File: src/hdl/bsw_pkg.sv
// ----------------------------------------------------------------------------
// bsw_pkg
// Shared constants for the box-sum window filter: configuration register
// layout, register indexes, reset values and output queue depth.
// ----------------------------------------------------------------------------
`default_nettype none

package bsw_pkg;

  // Configuration register widths
  localparam int CFG_W     = 11;
  localparam int RAD_W     = 3;
  localparam int CFG_IDX_W = 1;

  // Configuration register indexes
  localparam logic [CFG_IDX_W-1:0] REG_IMAGE_WIDTH = 1'd0;
  localparam logic [CFG_IDX_W-1:0] REG_RADIUS      = 1'd1;

  // Configuration reset values
  localparam logic [CFG_W-1:0] RST_IMAGE_WIDTH = 11'd1024;
  localparam logic [RAD_W-1:0] RST_RADIUS      = 3'd1;

  // Result queue depth; bounds the number of transactions in flight
  localparam int FIFO_DEPTH = 8;

endpackage

`default_nettype wire

File: src/hdl/bsw_out_fifo.sv
// ----------------------------------------------------------------------------
// bsw_out_fifo
// Result queue between the sum pipeline and the output channel. Absorbs
// results while the receiver stalls so the pipeline never has to hold.
// ----------------------------------------------------------------------------
`default_nettype none

module bsw_out_fifo
  import bsw_pkg::*;
#(
  parameter int DW = 25
) (
  input  wire          clk,
  input  wire          rst_n,
  input  wire          push,
  input  wire [DW-1:0] push_data,
  output logic         out_valid,
  input  wire          out_ready,
  output logic [DW-1:0] out_data
);

  localparam int PTR_W = $clog2(FIFO_DEPTH);
  localparam int CNT_W = $clog2(FIFO_DEPTH + 1);

  logic [DW-1:0]    store_r [FIFO_DEPTH];
  logic [PTR_W-1:0] wr_ptr_r;
  logic [PTR_W-1:0] rd_ptr_r;
  logic [CNT_W-1:0] count_r;
  logic             pop;

  assign out_valid = (count_r != '0);
  assign out_data  = store_r[rd_ptr_r];
  assign pop       = out_valid && out_ready;

  // Store incoming results
  always_ff @(posedge clk) begin
    if (push) begin
      store_r[wr_ptr_r] <= push_data;
    end
  end

  // Advance pointers and occupancy
  always_ff @(posedge clk) begin
    if (!rst_n) begin
      wr_ptr_r <= '0;
      rd_ptr_r <= '0;
      count_r  <= '0;
    end else begin
      if (push) begin
        wr_ptr_r <= (wr_ptr_r == PTR_W'(FIFO_DEPTH - 1)) ? '0 : wr_ptr_r + 1'b1;
      end
      if (pop) begin
        rd_ptr_r <= (rd_ptr_r == PTR_W'(FIFO_DEPTH - 1)) ? '0 : rd_ptr_r + 1'b1;
      end
      if (push && !pop) begin
        count_r <= count_r + 1'b1;
      end else if (pop && !push) begin
        count_r <= count_r - 1'b1;
      end
    end
  end

endmodule

`default_nettype wire

File: config.mk
export PLATFORM = sky130hd
export DESIGN_NAME = bsw_out_fifo
export DESIGN_NICKNAME = d
export VERILOG_FILES = /design/src/hdl/bsw_pkg.sv /design/src/hdl/bsw_out_fifo.sv
export SDC_FILE = /design/constraint.sdc
export NUM_CORES = 1
export LEC_CHECK = 0
export BUFFER_PORTS_ARGS = -buffer_cell sky130_fd_sc_hd__buf_2
export CORE_MARGIN = 2
export CORE_UTILIZATION = 45
export DETAILED_ROUTE_END_ITERATION = 6
export GPL_TIMING_DRIVEN = 1
export HOLD_SLACK_MARGIN = 0.06
export REMOVE_ABC_BUFFERS = 1
export SLEW_MARGIN = 20
export SYNTH_ARGS = -nofsm -noshare
export SYNTH_HDL_FRONTEND = slang
export SYNTH_SLANG_ARGS = --single-unit
export TNS_END_PERCENT = 50
File: constraint.sdc
create_clock -name clk -period 2.45 [get_ports clk]
set_input_delay 0.3675 -clock clk [delete_from_list [all_inputs] [get_ports clk]]
set_output_delay 0.3675 -clock clk [all_outputs]
set_load 0.02 [all_outputs]
# After elaboration in Yosys (flattened, before gate mapping)
# Memory sizes are Yosys's and may differ from the RTL's. A register that Yosys moved wholly into a read port is not among the register bits.
# Index checks and enable logic that the tools add are counted.
# totals
in_bits	29
ramBits	200
memories	1
output_inout_bits	26
register_bits	10
wordCells	25
# memory_table
name	words	word_bits	rd	rd_ports_with_merged_regs	write_ports	line_no	text
store_r	8	25	1	1	1	bsw_out_fifo.sv:25	logic [DW-1:0] store_r [FIFO_DEPTH];
# op_classes
muxes	8
eq_ne	2
reduce_logical	7
add_sub_neg	4
# op_table
op	n
$mux 3	4
$mux 4	2
$add 3x1->3 const B	2
$eq 3x3->1 const B	2
$add 4x1->4 const B	1
$reduce_bool 4->1	1
$sub 4x1->4 const B	1
$logic_and 1x1->1	3
$logic_not 1->1	2
$mux 1	2
$reduce_bool 2->1	1

# Logic depth before layout (Yosys ltp)
# Gate-level depths: netlist of the first run.
# depth
depth_word	5
ltp_mapped	9
mapped_depth_nobuf	9

# Worst setup path before layout of the first run
# No wires, ideal clock.
# synth_path
path_kind	flip-flop to flip-flop
from	register wr_ptr_r[0]
to	memory store_r[0][0] (enable)
t_required_ns	2.012
path_stages_with_launch	3
path_buffers	0
setup_time_ns	0.438
slack_ns	-0.237
t_arrival_ns	2.249
period_less_slack_ns	2.687
path_cell_list	dfxtp_1 nand2b_1 nor3_1
# synth_lines
item	line_no	text
from (decl)	bsw_out_fifo.sv:26	logic [PTR_W-1:0] wr_ptr_r;
from (signal assigned)	bsw_out_fifo.sv:50	wr_ptr_r <= (wr_ptr_r == PTR_W'(FIFO_DEPTH - 1)) ? '0 : wr_ptr_r + 1'b1;
to (decl)	bsw_out_fifo.sv:25	
# Straight into the memory's write port.

==> results of run 1 <==
## final cells by class
class	count	area, sq um
clock buffer	25	583
clock inverter	15	70.1
fill	1397	8320
inverter	2	7.51
multi-input combinational	131	1930
sequential	213	6270
tap	229	287
timing repair buffer	77	622
## cell usage after synthesis
library cell and n:
sky130_fd_sc_hd__nor2b_1 2, sky130_fd_sc_hd__nand4b_1 1, sky130_fd_sc_hd__a31oi_1 1, sky130_fd_sc_hd__o22ai_1 1, sky130_fd_sc_hd__edfxtp_1 200, sky130_fd_sc_hd__nor3_1 2
sky130_fd_sc_hd__fa_1 1, sky130_fd_sc_hd__a21boi_0 3, sky130_fd_sc_hd__mux4_1 50, sky130_fd_sc_hd__mux2i_1 3, sky130_fd_sc_hd__dfxtp_1 13, sky130_fd_sc_hd__nor2_1 7
sky130_fd_sc_hd__o21ai_0 2, sky130_fd_sc_hd__or4_4 1, sky130_fd_sc_hd__a21oi_1 1, sky130_fd_sc_hd__buf_1 5, sky130_fd_sc_hd__clkbuf_1 4, sky130_fd_sc_hd__nand3_1 2
sky130_fd_sc_hd__inv_1 2, sky130_fd_sc_hd__xnor2_1 2, sky130_fd_sc_hd__buf_6 6, sky130_fd_sc_hd__nand2_1 10, sky130_fd_sc_hd__or3_1 1, sky130_fd_sc_hd__buf_2 2
sky130_fd_sc_hd__and2_1 4, sky130_fd_sc_hd__a211oi_1 1, sky130_fd_sc_hd__mux2_2 25, sky130_fd_sc_hd__nand2b_1 4, sky130_fd_sc_hd__ha_1 7
## timing repair
item,CTS,global route
resized for setup,14,39
endpoints found under the setup margin,25,26
buffers inserted,1,0
cloned,2,0
## cell usage in the layout, fill, tap and decap left out, drive strengths merged
| cell type | Yosys | routed |
|---|---|---|
| edfxtp | 200 | 200 |
| buf | 13 | 77 |
| mux4 | 50 | 50 |
| mux2 | 25 | 25 |
| clkbuf | 4 | 25 |
| clkinv | 0 | 14 |
| dfxtp | 13 | 13 |
| nand2 | 10 | 10 |
| nor2 | 7 | 7 |
| ha | 7 | 7 |
| nand2b | 4 | 4 |
| and2 | 4 | 4 |
| a21boi | 3 | 3 |
| mux2i | 3 | 3 |
| inv | 2 | 3 |
| nor3 | 2 | 2 |
| xnor2 | 2 | 2 |
| o21ai | 2 | 2 |
| nor2b | 2 | 2 |
| nand3 | 2 | 2 |
| or4 | 1 | 1 |
| o22ai | 1 | 1 |
| nand4b | 1 | 1 |
| or3 | 1 | 1 |
| a21oi | 1 | 1 |
| a211oi | 1 | 1 |
| a31oi | 1 | 1 |
| fa | 1 | 1 |
## worst register-to-register path, delay by kind of cell (launching register included)
kind	cells	cell delay, ps
AO/OA/AOI/OAI	2	350
flip-flops	1	350
multiplexers	1	130
buffers and inverters	1	80
AND/OR/NAND/NOR	3	810
adder cells (fa/ha/maj)	2	480
## metal layers
layer	wire (um)	share of wire, %
met5	13	0.085
met4	240	1.6
met3	663	4.3
met2	7810	51
met1	6620	43
## where the power goes
| part | internal, mW | switching, mW |
|---|---|---|
| logic | 0.973 | 0.859 |
| registers | 4.10 | 0.0841 |
| clock network | 1.71 | 1.28 |
| total | 6.78 | 2.22 |
## final timing paths
path | startpoint | endpoint | slack, ps | cells after the start
max | register | out_data[10] | -30 | 4
min | push_data[14] | store_r[4][14] | 140 | 1
max reg2reg | count_r[1] | count_r[3] | 130 | 9
min reg2reg | count_r[3] | count_r[3] | 490 | 2
## registers in the layout (all words and copies together), names as in the netlist, named ones only
name,count
count_r,4
rd_ptr_r,3
wr_ptr_r,3
store_r,200
## per-stage QoR
| stage | utilization, % | hold WS, ps | setup TNS, ps |
|---|---|---|---|
| floorplan | - | 445 | -23280 |
| detailed placement | 50.1 | 489 | -13.0 |
| CTS | 54.0 | 130 | -1140 |
| global route | 54.0 | 141 | -1460 |
| finish | 54.0 | 145 | -231 |
| global placement | 50.1 | 457 | 0 |
## kinds of logic (layout without fill, tap and decap cells)
family | Yosys count | after routing | share of synthesized area (%)
DFF | 213 | 213 | 74.9
muxes | 78 | 78 | 19.4
and+or+nand+nor | 34 | 34 | 2.06
buffers and inverters | 19 | 119 | 1.42
adders and majority gates | 8 | 8 | 1.29
xor gates and xnor gates | 2 | 2 | 0.209
AOI/OAI and AO/OA | 9 | 9 | 0.688
==> results.md, run 1 <==
GRT:
- The met2 global-route usage is 27.6%.
- For this run the aggregate overflow at the end of global routing stands at 0.
- The initial antenna violation count came to 1.
- The first global-routing pass estimated 23400 um of wire.
- The pin count of the biggest net entering global routing is 32.
- The global-route total usage across every layer is 15.7%.
- The global routing met1 resource utilization is 20.7%.
- The via count of the first global-routing pass was 4018.
- met2 is the most crowded layer.
- The met3 track demand over resource in global routing is 2.53%.

Timing:
- The ratio of final minimum period to clock period is 101%.
- The count of final max-slew check failures is 0.
- Setup violations remaining at the end of the flow were counted as 15.
- In the post-route analysis, the smallest setup slack over all paths is -28.9 ps.
- The slew at the pin closest to its max-slew limit is 478 ps.
- The maximum clock rate is 403 MHz.
- Counting I/O delays and the setup requirement, the final critical path takes 2480 ps.
- Setup repair after global routing could not meet its margin everywhere.
- In this run the tightest slew margin relative to its limit is 68.1%.
- Across the routed clock network, the largest skew measured is 10.6 ps.
- The final hold violation count is 0.

Logic synthesis:
- The cell taking the most area after synthesis is sky130_fd_sc_hd__edfxtp_1.
- The count of mapped cells out of synthesis is 363.
- Sorting the synthesized cells by area gives the leading types as sky130_fd_sc_hd__edfxtp_1 72%, sky130_fd_sc_hd__mux4_1 16%, sky130_fd_sc_hd__mux2_2 3.4%, sky130_fd_sc_hd__dfxtp_1 3.1%, sky130_fd_sc_hd__ha_1 1.0%.
- Yosys printed 0 warnings.
- The share of the yosys chip area belonging to registers is 74.9%.
- The fraction of post-synthesis cell area in the top cell type by area is 71.8%.
- Counting flops and latches in the post-synthesis netlist gives 213.
- The post-synthesis cell type count is 29.
- The synthesized netlist occupies a cell area of 8370 sq um.
- Dividing the synthesized area by the synthesized cell count gives 23.0 sq um.

Detailed routing:
- The first-pass iteration count of the detailed router is 4.
- The via count is 3807.
- Dividing the detail-routed wire length by the instance count gives 22.2 um.
- In this run the remaining antenna-violating nets after routing total 0.
- Wires add up to 15400 um.
- The post-detailed-route DRC marker count is 0.
- In the routed layout, each cell is associated on average with a via count of 5.50.
- The detailed router finished its first iteration with 387 violations.

Floorplan:
- The floorplan step defined a die boundary enclosing 19700 sq um.
- The core area is 18100 sq um.
- After floorplanning, the core was divided into 49 placement rows.
- The initial cell density of the core is 46.3%.
- The die is 140 um tall.
- From left edge to right edge, the die measures 140 um.
- Pin placement for this block handled 55 I/O pins.

Layout:
- The non-filler instance count after layout is 692.
- 0 antenna diodes ended up in the layout.
- The final layout contains 484 nets.
- Of the cells placed in the final design, the portion with a size suffix greater than 1 is 37.8%.
- The area added between synthesis and finish is 16.8%.
- The summed area of non-filler cells in the final layout is 9770 sq um.

Placed design:
- The instance count after placement with tap cells included is 649.
- Prior to clock tree synthesis, the placed netlist has a worst setup slack of -13.0 ps.
- The number of port buffers is 54.
- The post-DP HPWL is 8690 um.
- Once placement finished, the instance area stood at 9060 sq um.
- Routability-driven placement finished with a final weighted congestion of 0.738.

Setup path:
- The largest individual stage delay along the critical path comes from the cell sky130_fd_sc_hd__mux4_1.
- For the worst setup path, the data required time is 2080 ps.
- The longest individual stage delay on the worst path is 550 ps.
- The endpoint arrival time on the critical path is 2110 ps.
- The startpoint-to-endpoint class of the critical path is register to output pin.
- Traced cell by cell, the critical path runs through buf_12 -> mux4_1 -> mux2_2 -> buf_2.
- The maximum net fanout on the critical path is 14.
- The number of buffers and inverters on the critical path is 2.
- The startpoint type of the worst setup path is a register.
- STA classifies the critical path endpoint as an output pin.
- The cell family contributing the most delay on the critical path is multiplexers.

CTS:
- The CTS tree is done.
- The later pin in the worst-skew pair is clocked with a latency of 490 ps.
- CTS built an H-tree with a depth of 1.
- The clock root buffer master is sky130_fd_sc_hd__clkbuf_16.
- The clock passes through at most 3 buffers.
- Buffers inserted to repair hold after CTS numbered 0.
- The number of sinks driven by the clock tree is 213.
- The number of buffers inserted during clock tree synthesis is 22.
- The clock-pin slew on the worst setup and hold paths is 60 ps.

Status:
- The run finished, with violations left.
- The final reports fail on setup timing.

Hold path:
- The worst hold path belongs to the class input port to register.

Pwr:
- The cell area power density is 921 nW/um^2.
- VDD sags by at most 0.000660 V.
- The power after layout is 9.00 mW.
- In this run the static leakage power is 3.25 nW.

Run:
- The number of max-cap violations is 0.
Power figures use the tool's default switching activity.
==> run 2, diff against run 1 <==
- CORE_UTILIZATION: 45 -> 40
- REMOVE_ABC_BUFFERS: 1 -> default
- SETUP_SLACK_MARGIN: default -> 0.3
==> run 2 against run 1 <==
  * The flow still finishes with violations (setup timing)
  * Clock power shrank 5%
  * Fmax shrank 0.39%
  * Clock skew shrank 3.2 ps
  * Sequential share of layout area shrank 1.6 points
  * Clock-buffer cell count grew 2
  * Flip-flop and latch count is the same
  * Non-clock buffer count grew 8
  * Sequential power is essentially flat
  * Total power grew 3.2%
  * Global-route usage shrank 1.0 points
  * Register-to-register slack gained 40 ps
  * Critical endpoint is now out_data[8]
==> results.md, run 2 (synthesis gave the netlist of run 1 again) <==
Pwr:
- The static leakage is 3.28 nW.
- The worst ir drop on vdd is 0.000444 V.
- The reported net switching power is 2.24 mW.
- The logic gate share of total power is 24.4%.
- The internal power of the cells totals 7.05 mW.
- The share of total power in the clock network is 30.6%.
- The power after layout is 9.29 mW.
- The part of the power in registers is 45.1%.
- The net switching fraction of the power is 24.1%.
- The cell area power density is 927 nW/um^2.

Hold path:
- The tightest min-delay check is of the input port to register type.
- The sink of the worst hold path is store_r[4][12].
- The instance count along the most critical hold path is 1.
- The startpoint identified for the worst hold timing path is push_data[12].

Layout:
- At the end of the flow, the number of nets in the layout was 491.
- In the final layout, the registers with the most flip-flops are store_r (200), count_r (4).
- For this run, the share of the core covered by cells in the final layout is 49.2%.
- The area added between synthesis and finish is 19.8%.
- With fillers left out, the area of the finished cells amounts to 10000 sq um.
- The library cells used most frequently in the layout, excluding fill and tap cells, are 200 x sky130_fd_sc_hd__edfxtp_1, 43 x sky130_fd_sc_hd__mux4_2, 30 x sky130_fd_sc_hd__buf_2.
- The share of final-layout standard cells stronger than drive strength 1 is 42.5%.
- The register with the most flip-flops in the layout has 200 of them.
- The library cell used most frequently in the layout, excluding fill and tap cells, is sky130_fd_sc_hd__edfxtp_1.
- store_r holds more flip-flops than any other register.

Detailed routing:
- Dividing the detail-routed via count by the number of cells gives 5.15.
- The first routing iteration left 206 violations.
- Wires add up to 15900 um.
- The first-pass iteration count of the detailed router is 4.
- The post-detailed-route DRC marker count is 0.
- The count of antenna-violating nets left after detailed routing is 0.
- The detailed router placed 3786 vias in this run.
- The average wire length per cell after detail routing is 21.6 um.

Floorplan:
- The area of the die is 22100 sq um.
- The number of placement rows is 52.
- The initial utilization of the core area, before any placement, comes to 41.1%.
- The die is 149 um wide.
- The core area is 20400 sq um.
- The height of the die is 149 um.
- The number of primary I/O pins is 55.

CTS:
- In this run the clock root is driven by a sky130_fd_sc_hd__clkbuf_16.
- Buffers inserted to repair hold after CTS numbered 0.
- The number of buffers inserted during clock tree synthesis is 21.
- The clock reaches the later pin of the worst-skew pair after 480 ps.
- The CTS tree is done.
- Clock-pin slew was measured on the worst setup and hold paths at 60 ps.
- In this run the number of H-tree levels came out at 1.
- No sink is reached through more buffers than the 3 on the longest clock path.
- The clock net in this run drives a total of 213 sinks.

Setup path:
- The startpoint-to-endpoint class of the critical path is register to output pin.
- The worst register-to-register path has a setup slack of 170 ps.
- The startpoint type of the worst setup path is a register.
- The sort of element at the end of the critical path is an output pin.
- The source of the worst register-to-register timing path is count_r[2].
- For the worst setup path, the data required time is 2080 ps.
- The number of cells on the worst reg-to-reg path is 9.
- Data arrives at the worst endpoint at 2120 ps.
- In this run the critical register-to-register path is captured at count_r[3].
- In this run the worst path has a maximum fanout of 8.

Placed design:
- The post-DP HPWL is 8590 um.
- After detailed placement, the total cell area comes to 9110 sq um.
- The routability congestion estimate is 0.734.
- The number of port buffers is 54.
- Prior to clock tree synthesis, the placed netlist has a worst setup slack of -6.81 ps.

Timing:
- Once routing completed, OpenROAD measured the worst setup slack at -38.6 ps.
- The shortest clock period the worst path allows after layout is 2490 ps.
- Based on the critical path, the design can be clocked at up to 402 MHz.
- Setup repair after global routing could not meet its margin everywhere.
- The ratio of final minimum period to clock period is 102%.
- The maximum clock skew at final layout is 7.37 ps.
- The count of final max-slew check failures came to 0.
- The worst-case headroom to the max-slew limit is 64.3%.
- Setup violations remaining at the end of the flow were counted as 22.
- The final hold violation count is 0.
- At the pin with the least slew margin, the transition time is 534 ps.

GRT:
- The pin count of the biggest net entering global routing is 51.
- The global routing met1 resource utilization is 20.1%.
- The aggregate global routing overflow is 0.
- met2 is the most crowded layer.
- The wire length of the first global-routing pass is 24300 um.
- The initial antenna violation count is 2.
- For met3 alone, demand over resource in global routing was 3.07%.
- Global routing used 24.7% of the available met2 tracks.
- The via count of the first global-routing pass came to 4137.
- The global-route total usage across every layer is 14.7%.

Status:
- The checks that failed: setup timing.
- The flow ran to the end, but the final reports show violations.

Run:
- The number of max-cap violations is 0.

Logic synthesis:
- The post-synth net total is 400.
-- run 2: cell types whose count changed in the layout (fill, tap and decap cells not counted), moves of 2 or more --
| cell | delta |
|---|---|
| sky130_fd_sc_hd__clkbuf_1 | +4 |
| sky130_fd_sc_hd__mux2_2 | -8 |
| sky130_fd_sc_hd__buf_16 | +3 |
| sky130_fd_sc_hd__clkinv_1 | -3 |
| sky130_fd_sc_hd__clkinv_2 | -6 |
| sky130_fd_sc_hd__mux4_1 | -16 |
| sky130_fd_sc_hd__ha_1 | -2 |
| sky130_fd_sc_hd__buf_4 | +3 |
| sky130_fd_sc_hd__nor3_4 | +2 |
| sky130_fd_sc_hd__buf_6 | +15 |
| sky130_fd_sc_hd__nor3_2 | -2 |
| sky130_fd_sc_hd__buf_2 | -14 |
| sky130_fd_sc_hd__mux4_2 | +16 |
| sky130_fd_sc_hd__mux2_4 | +8 |
-- run 2: per-stage QoR --
| stage | setup TNS [ps] | hold slack (ps) | cells |
|---|---|---|---|
| floorplan | 0 | 445 | 363 |
| global placement | 0 | 457 | 689 |
| detailed placement | -6.81 | 496 | 689 |
| CTS | -1190 | 141 | 733 |
| global route | -2210 | 149 | 734 |
| finish | -470 | 157 | 735 |
-- run 2: power groups by stage --
stage / Clock, mW / Sequential (mW) / Combinational [mW]
2_1_floorplan: 0 / 4.22 / 1.18
3_3_place_gp: 0 / 4.23 / 1.56
3_5_place_dp: 0 / 4.25 / 1.59
4_1_cts: 2.92 / 4.18 / 2.20
5_1_grt: 3.07 / 4.20 / 2.43
6_report: 2.84 / 4.19 / 2.26
-- run 2: worst max-delay path by stage --
stage	startpoint	to	slack [ps]	depth (start not counted)
floorplan	count_r[1]	count_r[3]	150	9
global placement	count_r[1]	count_r[3]	120	9
detailed placement	count_r[1]	count_r[3]	-7	9
CTS	register	out_data[5]	-70	6
global route	register	out_data[5]	-120	6
finish	register	out_data[8]	-40	6
-- run 2: per-layer routing --
metal | wire, um | up-vias
met4 | 170 | 2
met2 | 7720 | 98
met3 | 985 | 18
li1 | - | 1695
met5 | 11 | -
met1 | 6980 | 1973
-- run 2: repair_timing --
| item | in CTS | in global routing |
|---|---|---|
| pin swaps | 3 | 5 |
| setup buffers | 6 | 0 |
| endpoints found under the hold margin | 0 | 0 |
| gates cloned | 5 | 1 |
| setup endpoints to repair | 27 | 27 |
| gates resized for setup | 106 | 13 |
-- run 2: final cells by class --
class	count	area, sq um
antenna	1	2.50
clock buffer	27	548
clock inverter	6	50.0
fill	1637	10300
inverter	2	7.51
multi-input combinational	131	1950
sequential	213	6270
tap	270	338
timing repair buffer	85	851
-- run 2: worst max-delay path, cell delays in order, from the launching register on --
cell and delay (ps):
sky130_fd_sc_hd__dfxtp_4 370, sky130_fd_sc_hd__buf_6 100, sky130_fd_sc_hd__buf_12 110, sky130_fd_sc_hd__buf_16 140, sky130_fd_sc_hd__mux4_2 490, sky130_fd_sc_hd__mux2_4 280
sky130_fd_sc_hd__buf_6 130
==> run 3, diff against run 2 <==
- ABC_AREA: default -> 1
- clock period: 2.45 -> 2.6 ns (I/O delays scaled with it)
==> run 3 against run 2 <==
  * The flow now finishes without violations
  * First-iteration DRC count up 76%
  * Flip-flop and latch count unchanged
  * Worst setup slack better by 380 ps
  * Largest power group unchanged
  * Synthesized cell count up 110%
  * Clock power up 20%
  * Register-to-register slack better by 370 ps
  * Largest cell class unchanged
==> results.md, run 3 <==
Setup path:
- The critical path data required time is 2210 ps.
- In this run the register-to-register setup slack is 540 ps.
- The dominant cell type by count on the critical path is sky130_fd_sc_hd__nand2_1.
- Along the worst path, the maximum fanout reaches 19.
- The count of cells along the worst register-to-register path is 11.
- The sum of buffers and inverters on the critical path is 4.
- Following the worst setup path forward leads to its endpoint at out_data[0].
- In this run the number of cells on the critical path is 8.
- The worst setup path is launched from a register.
- In this run the critical register-to-register path is launched from count_r[0].
- The endpoint arrival time on the critical path is 1860 ps.
- The worst setup path is captured at an output pin.
- On the worst path, the slowest cell contributes a delay of 360 ps.
- The slowest library cell on the worst path is sky130_fd_sc_hd__dfxtp_4.
- Broken down by cell family, the worst path's largest delay share belongs to buffers and inverters.
- The critical path is of the register to output pin type.
- The endpoint of the worst-slack reg-to-reg timing path is count_r[3].
- The signal on the critical path passes through buf_4 -> inv_6 -> buf_16 -> o21ai_0 -> nand2_1 -> nand2_1 -> nand2_1 -> buf_2.

Pwr:
- The worst ir drop on vdd is 0.000516 V.
- Per report_power, the sequential group accounts for 40.2% of the total.
- Power spread over the standard cell area amounts to 946 nW/um^2.
- The power after layout is 9.82 mW.
- Of the total power, the share spent switching nets is 29.5%.
- Summed over all cells, the static leakage comes to 3.95 nW.
- The share of total power in the clock network is 34.8%.
- Combinational logic is responsible for 24.9% of the overall power.
- For this design the total switching power over the nets is 2.89 mW.
- Cell internal power was estimated by the tool at 6.93 mW.

Timing:
- Based on the critical path, the design can be clocked at up to 444 MHz.
- The maximum clock skew at final layout is 15.2 ps.
- Setup violations remaining at the end of the flow were counted as 0.
- The ratio of final minimum period to clock period is 86.7%.
- The worst-case headroom to the max-slew limit is 54.4%.
- The count of final max-slew check failures came to 0.
- Setup repair after global routing could not meet its margin everywhere.
- For the final routed database, the setup TNS stands at 0 ps.
- The tightest hold path in the finished design has a slack of 155 ps.
- For the pin with the worst max-slew slack, the measured transition is 684 ps.
- The final hold violation count is 0.
- Across all setup checks in the final design, the least slack found is 346 ps.
- Subtracting the final worst setup slack from the clock period gives 2250 ps.

CTS:
- At the later pin of the worst-skew pair, clock insertion delay measures 500 ps.
- Clock-pin slew was measured on the worst setup and hold paths at 60 ps.
- Hold repair after CTS inserted 0 buffers.
- The clock net in this run drives a total of 213 sinks.
- The maximum number of buffers from clock root to sink is 3.
- The number of buffers inserted during clock tree synthesis is 24.
- The CTS tree is done.
- In this run the clock root is driven by a sky130_fd_sc_hd__clkbuf_16.
- In this run the number of H-tree levels came out at 1.

Logic synthesis:
- Of the synthesized area, sequential elements account for 72.2%.
- By area the synthesized netlist is led by sky130_fd_sc_hd__edfxtp_1 69%, sky130_fd_sc_hd__nor2_1 9.3%, sky130_fd_sc_hd__nand2_1 6.3%, sky130_fd_sc_hd__o21ai_0 4.0%, sky130_fd_sc_hd__dfxtp_1 3.0%.
- The cell taking the most area after synthesis is sky130_fd_sc_hd__edfxtp_1.
- In the synthesized netlist, the cells that appear most often are 216 x sky130_fd_sc_hd__nor2_1, 200 x sky130_fd_sc_hd__edfxtp_1, 146 x sky130_fd_sc_hd__nand2_1, 69 x sky130_fd_sc_hd__o21ai_0, 35 x sky130_fd_sc_hd__o21ai_1.
- The count of mapped cells out of synthesis is 758.
- The synthesized area per cell is 11.4 sq um.
- The post-synthesis cell type count is 21.
- The synthesized design contains 213 register bits.
- The cell area that synthesis handed to floorplanning was 8680 sq um.
- The number of nets in the synthesized netlist is 795.
- The share of synthesized registers carrying an async set or reset is 0%.
- The most frequently used cell type in the post-synthesis netlist is sky130_fd_sc_hd__nor2_1.
- The number of flops mapped to enable cells by yosys is 200.
- The fraction of post-synthesis cell area in the top cell type by area is 69.2%.
- The most instantiated flip-flop cell in the synthesis netlist is sky130_fd_sc_hd__edfxtp_1.
- The number of warnings issued by yosys is 0.

Layout:
- The fraction of the core area covered by cells at the end of the flow is 49.1%.
- Cells with a size suffix above 1 make up 16.4% of the layout.
- The most frequent standard cell in the layout excluding fill and tap cells is sky130_fd_sc_hd__nor2_1.
- For this run, the post-layout net count is 875.
- The register with the most flip-flops in the layout has 200 of them.
- The number of fill cells is 1837.
- With fillers left out, the area of the finished cells amounts to 10400 sq um.
- The top cell types in the final layout, fill and taps aside, are 207 x sky130_fd_sc_hd__nor2_1, 200 x sky130_fd_sc_hd__edfxtp_1, 146 x sky130_fd_sc_hd__nand2_1.
- The non-filler instance count after layout is 1132.
- The largest registers in the layout are store_r (200), count_r (4).
- From synthesis to final layout, the design area changed by 19.7%.
- The register containing the most flip-flops in the final layout is store_r.

Placed design:
- Including well taps, the total number of placed cells is 1073.
- The post-DP HPWL is 10500 um.
- The pre-CTS worst setup slack is 487 ps.
- The total placed instance area is 9260 sq um.
- The number of port buffers is 54.
- At the end of routability-driven placement, the weighted congestion stood at 0.733.

Detailed routing:
- The detailed router finished its first iteration with 362 violations.
- Dividing the detail-routed wire length by the instance count gives 17.5 um.
- The detail route stage leaves a number of antenna-violating nets equal to 0.
- For this block, the routed nets add up to 19900 um of wire.
- Dividing the detail-routed via count by the number of cells gives 4.97.
- The pre-antenna-repair detailed-routing pass consisted of 5 iterations.
- In the routed design, unresolved DRC markers number 0.
- For this block, the via count after detailed routing is 5621.

GRT:
- The via count of the first global-routing pass was 5353.
- The aggregate global routing overflow is 0.
- Entering global routing, the biggest net connects 77 pins.
- The wire length of the first global-routing pass is 28900 um.
- The global-route total usage across every layer is 16.7%.
- The initial antenna violation count came to 2.

Hold path:
- The path type of the worst min-delay path is input port to register.
- The instance count along the most critical hold path is 1.

Status:
- The flow ran to the end, and the final reports show no timing, DRC or antenna violations.

Floorplan:
- The number of placement rows is 53.
- The initial cell density of the core is 41.0%.
- The x dimension of the die is 151 um.
- 55 I/O pins were placed.
- The floorplan step set the die height to 151 um.
- The area of the die is 22900 sq um.
- The floorplan step defined a core boundary enclosing 21200 sq um.

Run:
- The tool flagged a number of max-cap violations equal to 0.
## run 3: cell types whose count changed after synthesis, sizes merged, moves of 3 or more
cell    previous run  this run
nor2               7       216
nand2             10       146
o21ai              2       104
mux4              50         0
mux2              25         0
inv                2        17
buf               13        26
a21oi              1         8
clkbuf             4        11
nand3              2         7
and2               4         0
nand2b             4         0
a21boi             3         0
mux2i              3         0
## run 3: cell families after synthesis
logic type                 after synthesis  synth area share, %
and+or+nand+nor                        370                 16.1
adders and majority gates                8                 1.24
DFF                                    213                 72.2
buffers and inverters                   54                 3.84
AOI/OAI and AO/OA                      112                 6.46
xor gates and xnor gates                 1                0.101
## run 3: what timing repair did
| item | 4_1_cts | 5_1_grt |
|---|---|---|
| resized for setup | 8 | 32 |
| pin swaps | 0 | 0 |
| setup buffers | 2 | 4 |
| setup endpoints to repair | 22 | 25 |
| gates cloned | 1 | 7 |
## run 3: worst min-delay path by stage
stage / from / end / slack, ps
after floorplan: rd_ptr_r[1] / register / 460
after global placement: rd_ptr_r[1] / register / 480
after detailed placement: wr_ptr_r[0] / wr_ptr_r[0] / 490
after CTS: push_data[9] / store_r[1][9] / 140
after global routing: push_data[20] / store_r[2][20] / 150
final: push_data[9] / store_r[1][9] / 160
## run 3: area by class of cell
cell class	count	area [sq um]	share of cell area, %
Tap cell	275	344	3.31
Timing Repair Buffer	91	777	7.48
Sequential cell	213	6270	60.4
Inverter	17	71.3	0.687
Antenna cell	1	2.50	0.0241
Multi-Input combinational cell	491	2100	20.2
Clock buffer	27	633	6.10
Clock inverter	17	188	1.81
## run 3: per-layer routing
metal	track usage [%]	vias up	share of wire, %	routed length, um
met5	0	-	0.035	7
met3	3.10	37	6.1	1220
met4	5.05	2	2.2	442
li1	-	2745	-	-
met2	27.3	161	47	9240
met1	22.6	2676	45	8950
## run 3: power by group through the flow
| stage | Combinational (mW) | Clock [mW] | Sequential (mW) |
|---|---|---|---|
| floorplan | 1.54 | 0 | 4.00 |
| global placement | 2.02 | 0 | 4.04 |
| detailed placement | 2.04 | 0 | 4.04 |
| CTS | 2.16 | 3.48 | 3.96 |
| global route | 2.73 | 3.62 | 3.97 |
| finish | 2.45 | 3.42 | 3.95 |
